## src/hdl/sha1bc_pkg.sv

```systemverilog
// ----------------------------------------------------------------------------
// sha1bc_pkg
// Shared types and round constants of the SHA-1 block compression engine.
// ----------------------------------------------------------------------------
`timescale 1ns / 1ps

package sha1bc_pkg;

	localparam int WORD_W      = 32;
	localparam int SCHED_DEPTH = 16;
	localparam int ROUNDS      = 80;
	localparam int CHAIN_WORDS = 5;

	localparam logic [WORD_W-1:0] K0 = 32'h5A827999;
	localparam logic [WORD_W-1:0] K1 = 32'h6ED9EBA1;
	localparam logic [WORD_W-1:0] K2 = 32'h8F1BBCDC;
	localparam logic [WORD_W-1:0] K3 = 32'hCA62C1D6;

	// Request mode codes
	localparam logic MODE_LOAD = 1'b0;
	localparam logic MODE_DATA = 1'b1;

	// Which twenty-round group a round belongs to
	typedef enum logic [1:0] {
		PH_CHOOSE,
		PH_PARITY1,
		PH_MAJORITY,
		PH_PARITY3
	} phase_t;

	// Five working values
	typedef struct packed {
		logic [WORD_W-1:0] a;
		logic [WORD_W-1:0] b;
		logic [WORD_W-1:0] c;
		logic [WORD_W-1:0] d;
		logic [WORD_W-1:0] e;
	} work_t;

endpackage

```

## src/hdl/sha1bc_wcell.sv

```systemverilog
// ----------------------------------------------------------------------------
// sha1bc_wcell
// One cell of the message schedule chain: holds one 32-bit word.
// ----------------------------------------------------------------------------
`timescale 1ns / 1ps

module sha1bc_wcell (
	input  logic                             clk,
	input  logic                             shift,
	input  logic [sha1bc_pkg::WORD_W-1:0]    d,
	output logic [sha1bc_pkg::WORD_W-1:0]    q
);

	logic [sha1bc_pkg::WORD_W-1:0] word_q;

	// Take the neighbor's word on every shift, hold otherwise
	always_ff @(posedge clk) begin
		if (shift) begin
			word_q <= d;
		end
	end

	assign q = word_q;

endmodule

```

## src/hdl/sha1bc_round.sv

```systemverilog
// ----------------------------------------------------------------------------
// sha1bc_round
// One SHA-1 round: round function, constant and rotation of working values.
// ----------------------------------------------------------------------------
`timescale 1ns / 1ps

module sha1bc_round (
	input  sha1bc_pkg::work_t              cur,
	input  sha1bc_pkg::phase_t             phase,
	input  logic [sha1bc_pkg::WORD_W-1:0]  w,
	output sha1bc_pkg::work_t              nxt
);

	logic [sha1bc_pkg::WORD_W-1:0] f;
	logic [sha1bc_pkg::WORD_W-1:0] k;

	always_comb begin
		case (phase)
			sha1bc_pkg::PH_CHOOSE: begin
				f = (cur.b & cur.c) | (~cur.b & cur.d);
				k = sha1bc_pkg::K0;
			end
			sha1bc_pkg::PH_PARITY1: begin
				f = cur.b ^ cur.c ^ cur.d;
				k = sha1bc_pkg::K1;
			end
			sha1bc_pkg::PH_MAJORITY: begin
				f = (cur.b & cur.c) | (cur.b & cur.d) | (cur.c & cur.d);
				k = sha1bc_pkg::K2;
			end
			default: begin
				f = cur.b ^ cur.c ^ cur.d;
				k = sha1bc_pkg::K3;
			end
		endcase
	end

	always_comb begin
		nxt.a = {cur.a[26:0], cur.a[31:27]} + f + cur.e + w + k;
		nxt.b = cur.a;
		nxt.c = {cur.b[1:0], cur.b[31:2]};
		nxt.d = cur.c;
		nxt.e = cur.d;
	end

endmodule

```

## src/hdl/sha1_block_compress.sv

```systemverilog
// ----------------------------------------------------------------------------
// sha1_block_compress
// SHA-1 compression engine with a sixteen-cell message schedule chain.
// ----------------------------------------------------------------------------
// Sequence: the sixteenth message word starts the rounds, run one per
//   cycle, then an add step that waits for a free output register.
// Throughput: one request per cycle while gathering; no request is taken
//   while the single shared round unit compresses a block of 16 words.
// Reset: arst_n clears the chaining value, word count and control state;
//   the schedule cells and working values are undefined until written.
`timescale 1ns / 1ps

module sha1_block_compress (
	input  logic                            clk,
	input  logic                            arst_n,
	input  logic                            in_valid,
	output logic                            in_ready,
	input  logic                            mode,
	input  logic [2:0]                      chain_index,
	input  logic [sha1bc_pkg::WORD_W-1:0]   word,
	output logic                            out_valid,
	input  logic                            out_ready,
	output logic [sha1bc_pkg::WORD_W-1:0]   digest_0,
	output logic [sha1bc_pkg::WORD_W-1:0]   digest_1,
	output logic [sha1bc_pkg::WORD_W-1:0]   digest_2,
	output logic [sha1bc_pkg::WORD_W-1:0]   digest_3,
	output logic [sha1bc_pkg::WORD_W-1:0]   digest_4
);

	localparam int RW = $clog2(sha1bc_pkg::ROUNDS);
	localparam int SW = $clog2(sha1bc_pkg::SCHED_DEPTH);

	typedef enum logic [1:0] {
		ST_GATHER,
		ST_ROUND,
		ST_FINISH
	} state_t;

	state_t                          state_q;
	logic [RW-1:0]                   round_q;
	logic [SW-1:0]                   word_count_q;
	logic [sha1bc_pkg::WORD_W-1:0]   chain_q [sha1bc_pkg::CHAIN_WORDS];
	sha1bc_pkg::work_t               work_q;
	logic                            out_valid_q;
	logic [sha1bc_pkg::WORD_W-1:0]   digest_q [sha1bc_pkg::CHAIN_WORDS];

	// Schedule chain: cell 0 holds the word of the current round
	logic [sha1bc_pkg::WORD_W-1:0]   w [sha1bc_pkg::SCHED_DEPTH];
	logic [sha1bc_pkg::WORD_W-1:0]   w_in [sha1bc_pkg::SCHED_DEPTH];
	logic [sha1bc_pkg::WORD_W-1:0]   w_expand;
	logic [sha1bc_pkg::WORD_W-1:0]   w_mix;
	logic                            shift;

	logic                            accept;
	logic                            data_accept;
	logic                            finish_go;
	sha1bc_pkg::phase_t              phase;
	sha1bc_pkg::work_t               work_nxt;
	sha1bc_pkg::work_t               start_work;
	logic [sha1bc_pkg::WORD_W-1:0]   sum [sha1bc_pkg::CHAIN_WORDS];

	assign in_ready    = (state_q == ST_GATHER);
	assign accept      = in_valid && in_ready;
	assign data_accept = accept && (mode == sha1bc_pkg::MODE_DATA);
	// Drop into the add cycle only once the output register is free
	assign finish_go   = (state_q == ST_FINISH) && (!out_valid_q || out_ready);

	// Advance the chain on every gathered word and on every round
	assign shift = data_accept || (state_q == ST_ROUND);

	// Next schedule word W[t+16] from W[t+13], W[t+8], W[t+2] and W[t]
	assign w_mix    = w[13] ^ w[8] ^ w[2] ^ w[0];
	assign w_expand = {w_mix[30:0], w_mix[31]};

	always_comb begin
		for (int i = 0; i < sha1bc_pkg::SCHED_DEPTH - 1; i++) begin
			w_in[i] = w[i+1];
		end
		w_in[sha1bc_pkg::SCHED_DEPTH-1] = (state_q == ST_GATHER) ? word : w_expand;
	end

	for (genvar g = 0; g < sha1bc_pkg::SCHED_DEPTH; g++) begin : g_sched
		sha1bc_wcell u_cell (
			.clk   (clk),
			.shift (shift),
			.d     (w_in[g]),
			.q     (w[g])
		);
	end

	// Round group from the round index
	always_comb begin
		if (round_q < RW'(20)) begin
			phase = sha1bc_pkg::PH_CHOOSE;
		end else if (round_q < RW'(40)) begin
			phase = sha1bc_pkg::PH_PARITY1;
		end else if (round_q < RW'(60)) begin
			phase = sha1bc_pkg::PH_MAJORITY;
		end else begin
			phase = sha1bc_pkg::PH_PARITY3;
		end
	end

	sha1bc_round u_round (
		.cur   (work_q),
		.phase (phase),
		.w     (w[0]),
		.nxt   (work_nxt)
	);

	// Working values start from the chaining value as it stands at block start
	always_comb begin
		start_work.a = chain_q[0];
		start_work.b = chain_q[1];
		start_work.c = chain_q[2];
		start_work.d = chain_q[3];
		start_work.e = chain_q[4];
	end

	always_comb begin
		sum[0] = chain_q[0] + work_q.a;
		sum[1] = chain_q[1] + work_q.b;
		sum[2] = chain_q[2] + work_q.c;
		sum[3] = chain_q[3] + work_q.d;
		sum[4] = chain_q[4] + work_q.e;
	end

	// Control state and chaining value
	always_ff @(posedge clk or negedge arst_n) begin
		if (!arst_n) begin
			state_q      <= ST_GATHER;
			round_q      <= '0;
			word_count_q <= '0;
			out_valid_q  <= 1'b0;
			for (int i = 0; i < sha1bc_pkg::CHAIN_WORDS; i++) begin
				chain_q[i] <= '0;
			end
		end else begin
			// Raise on a new digest, otherwise drop once the current one is taken
			if (finish_go) begin
				out_valid_q <= 1'b1;
			end else if (out_ready) begin
				out_valid_q <= 1'b0;
			end
			case (state_q)
				ST_GATHER: begin
					if (accept && (mode == sha1bc_pkg::MODE_LOAD)) begin
						// Loads past the fifth chaining word are ignored
						if (chain_index < 3'(sha1bc_pkg::CHAIN_WORDS)) begin
							chain_q[chain_index] <= word;
						end
					end
					if (data_accept) begin
						word_count_q <= word_count_q + 1'b1;
						if (word_count_q == SW'(sha1bc_pkg::SCHED_DEPTH - 1)) begin
							state_q <= ST_ROUND;
							round_q <= '0;
						end
					end
				end
				ST_ROUND: begin
					round_q <= round_q + 1'b1;
					if (round_q == RW'(sha1bc_pkg::ROUNDS - 1)) begin
						state_q <= ST_FINISH;
					end
				end
				ST_FINISH: begin
					if (finish_go) begin
						for (int i = 0; i < sha1bc_pkg::CHAIN_WORDS; i++) begin
							chain_q[i] <= sum[i];
						end
						state_q <= ST_GATHER;
					end
				end
				default: begin
					state_q <= ST_GATHER;
				end
			endcase
		end
	end

	// Working values and digest payload: no reset needed
	always_ff @(posedge clk) begin
		if (data_accept && (word_count_q == SW'(sha1bc_pkg::SCHED_DEPTH - 1))) begin
			work_q <= start_work;
		end else if (state_q == ST_ROUND) begin
			work_q <= work_nxt;
		end
		if (finish_go) begin
			for (int i = 0; i < sha1bc_pkg::CHAIN_WORDS; i++) begin
				digest_q[i] <= sum[i];
			end
		end
	end

	assign out_valid = out_valid_q;
	assign digest_0  = digest_q[0];
	assign digest_1  = digest_q[1];
	assign digest_2  = digest_q[2];
	assign digest_3  = digest_q[3];
	assign digest_4  = digest_q[4];

	// The sixteenth word of a block starts the rounds at round zero
	a_block_start: assert property (@(posedge clk) disable iff (!arst_n)
		(data_accept && (word_count_q == SW'(sha1bc_pkg::SCHED_DEPTH - 1)))
		|=> (state_q == ST_ROUND) && (round_q == '0))
		else $error("block did not start rounds after sixteenth word");

	// The last round hands over to the add cycle
	a_round_end: assert property (@(posedge clk) disable iff (!arst_n)
		((state_q == ST_ROUND) && (round_q == RW'(sha1bc_pkg::ROUNDS - 1)))
		|=> (state_q == ST_FINISH))
		else $error("rounds did not end after the last round");

	// A new result only ever comes out of the add cycle
	a_result_src: assert property (@(posedge clk) disable iff (!arst_n)
		$rose(out_valid_q) |-> $past(finish_go))
		else $error("result raised outside the add cycle");

	// No request is taken while the rounds run
	a_busy_hold: assert property (@(posedge clk) disable iff (!arst_n)
		(state_q != ST_GATHER) |-> !in_ready)
		else $error("request ready while compressing");

endmodule
```

## config.mk

```make
export PLATFORM = sky130hd
export DESIGN_NAME = sha1_block_compress
export DESIGN_NICKNAME = d
export VERILOG_FILES = /design/src/hdl/sha1bc_pkg.sv /design/src/hdl/sha1bc_wcell.sv /design/src/hdl/sha1bc_round.sv /design/src/hdl/sha1_block_compress.sv
export SDC_FILE = /design/constraint.sdc
export NUM_CORES = 2
export LEC_CHECK = 0
export ABC_AREA = 1
export BUFFER_PORTS_ARGS = -buffer_cell sky130_fd_sc_hd__buf_2
export CORE_MARGIN = 2
export CORE_UTILIZATION = 55
export CTS_CLUSTER_DIAMETER = 30
export CTS_CLUSTER_SIZE = 20
export DETAILED_ROUTE_END_ITERATION = 10
export PLACE_DENSITY = 0.74
export SYNTH_ARGS = -nofsm -noshare
export SYNTH_HDL_FRONTEND = slang
export SYNTH_SLANG_ARGS = --single-unit
```

## constraint.sdc

```tcl
create_clock -name clk -period 29.2 [get_ports clk]
set_input_delay 1.46 -clock clk [delete_from_list [all_inputs] [get_ports clk]]
set_output_delay 1.46 -clock clk [all_outputs]
set_load 0.01 [all_outputs]
```

==> results.txt <==
Status: finished, final reports clean
Avg Synthesized Cell Area: 9.28 sq um
Max-slew headroom: 0.112
RD Place Congestion: 1.06
Data arrival, critical path: 6050 ps
Final hold viol count: 0
Root buffer cell: clkbuf_16
Clock sink count: 1006
FP Rows: 115
Critical Path End Type: flip-flop
Endpoints failing setup: 0
Prevailing post-synth register cell: edfxtp_1
Share of cells above drive strength 1: 0.0974
# Post-CTS Setup Buffers: 0
Critical path class: reg -> reg
Pin count of the biggest net entering global routing: 204
Worst-Skew Late Latency: 820 ps
CP required: 29720 ps
CTS Buf Count: 186
Initial antenna violation count: 15
RSZ-0062 raised after global routing: no
Peak Freq: 181 MHz
Post-route minimum period: 5530 ps
Post-route ant nets: 0
R2r worst-path depth: 21
Hold Path Stages: 0
Most frequent cells in the layout: nand2_1 (1679), inv_1 (919), edfxtp_1 (832), nor2_1 (497), nand3_1 (257)
Number of synthesized register bits: 1006
TritonRoute pass-1 iters: 6
Area share of the largest cell type after synthesis: 0.460
Die area: 101000 sq um
Slew @ Worst Pin: 1330 ps
Vias in the first global route: 41313
Core area: 98100 sq um
Die X-Extent: 318 um
Routed length per placed instance: 23.7 um
Final slew viol count: 0
CTS tree: yes
Sequential area share after synthesis: 0.540
Hold-fix buffers, CTS: 0
Net count after synthesis: 6219
Nets: 6535
CTS max path bufs: 3
Post-synthesis cell count: 5855
Synth area leaders: edfxtp_1 (46%), nand2_1 (12%), dfrtp_1 (8.0%)
Via count: 43081
Grt ovf: 0
Setup Skew: 48.4 ps
Setup TNS: 0 ps
WL final: 181000 um
Synthesis-to-finish area growth: 16.8%
Clk pin slew, worst setup/hold paths: 50 ps
Synth warn: 0
Chip height: 318 um
Asr flop ratio synth: 0.173
Unique masters post-synth: 43
Synth area leader: edfxtp_1
CP max FO: 30
HPWL after detailed placement: 134000 um
Max Cap Viol: 0
I/O pin cnt: 202
Via-to-Cell Ratio: 5.65
Post-synthesis cell area: 54300 sq um
H-tree depth: 4
Post-cts sizing count: 0
Worst Hold Class: reg -> reg
All-Layer GR Usage: 0.358
Setup crit start kind: flip-flop
DRC: 0
Commonest non-fill, non-tap cell in the layout: nand2_1
Initial Util: 0.553
Fin crit share: 0.189
Global-route wire length before repair: 264000 um
I/O Buffers: 201
Number of synthesized flops with an enable pin: 832
Initial DRC count: 5241
critical path: stages (launching register included):
cell,delay (ps)
dfrtp_1,450
o21ai_1,270
nand2_1,290
ha_1,390
inv_1,830
o21ai_0,210
o21ai_0,440
fa_1,470
inv_1,70
ha_1,230
inv_1,110
fa_1,480
inv_1,100
nand2_1,50
nand3_1,150
nand2_1,70
nand2_1,190
inv_1,60
o21bai_1,180
nand2_1,70
nand2_1,60
o21ai_0,80
per-layer routing:
metal,global-route usage,vias to the layer above,share of wire
met3,0.0768,604,0.096
li1,-,19723,-
met5,0,-,0.00059
met1,0.468,20543,0.39
met4,0.251,14,0.080
met2,0.535,2197,0.43
cell type report:
type / instances / area [sq um]
clock buffers: 208 / 4860
well taps: 1287 / 1610
inverters: 929 / 3490
repair buffers: 234 / 1280
clock inverters: 142 / 1770
fillers: 7907 / 34700
diodes: 8 / 20.0
multi-input cells: 3814 / 21100
flip-flops and latches: 1006 / 29300
registers in the layout, indices dropped and copies added, names as in the netlist:
name	flops
chain_q	160
word_count_q	4
round_q	7
state_q	2
g_sched.u_cell.q	512
out_valid	1
digest_q	160
work_q	160
cell usage after synthesis (all sizes together), types with 12 or more instances:
library cell / n
edfxtp: 832
nand2: 1681
a22oi: 51
a21oi: 228
inv: 929
nor2: 521
o211ai: 17
ha: 199
and2: 98
and3: 12
fa: 125
dfrtp: 174
o22ai: 15
nand3: 257
nand3b: 27
nor3: 42
a31oi: 30
xnor2: 108
nand4: 46
o21bai: 12
clkbuf: 58
buf: 48
o21ai: 255
xor2: 66
stage by stage:
step / instance area, sq um / util / hold slack [ps] / cells / setup slack [ps]
2_1_floorplan: 54300 / - / 400 / 5855 / 1700
4_1_cts: 63400 / 0.646 / 381 / 7620 / 23840
6_report: 63500 / 0.647 / 382 / 7628 / 23670
3_5_place_dp: 56800 / 0.579 / 405 / 7270 / 23860
5_1_grt: 63400 / 0.646 / 397 / 7621 / 23370
3_3_place_gp: 56800 / 0.579 / 400 / 7270 / 24020
path summary, 6_finish.rpt:
check / from / to / slack, ps
min: g_sched[1].u_cell.q[12] / g_sched[0].u_cell.q[12] / 380
max: round_q[4] / work_q[151] / 23670
min reg2reg: g_sched[1].u_cell.q[12] / g_sched[0].u_cell.q[12] / 380
max reg2reg: round_q[4] / work_q[151] / 23670
min in group asynchronous: arst_n / chain_q[80] / 590
max in group asynchronous: arst_n / chain_q[137] / 27130
kinds of logic (layout without fill, tap and decap cells):
group,count (synthesis),count (layout),share of synthesized area
mux,2,2,0.000415
compound gates,621,621,0.0632
xor+xnor,174,174,0.0281
simple gates,2693,2693,0.203
buf+inv,1035,1513,0.0731
other cells,0,8,0
fa+ha+maj,324,324,0.0919
flops,1006,1006,0.540
Power is not shown: default switching activity piles up to over one toggle a cycle in this logic, so the estimate is an artifact.
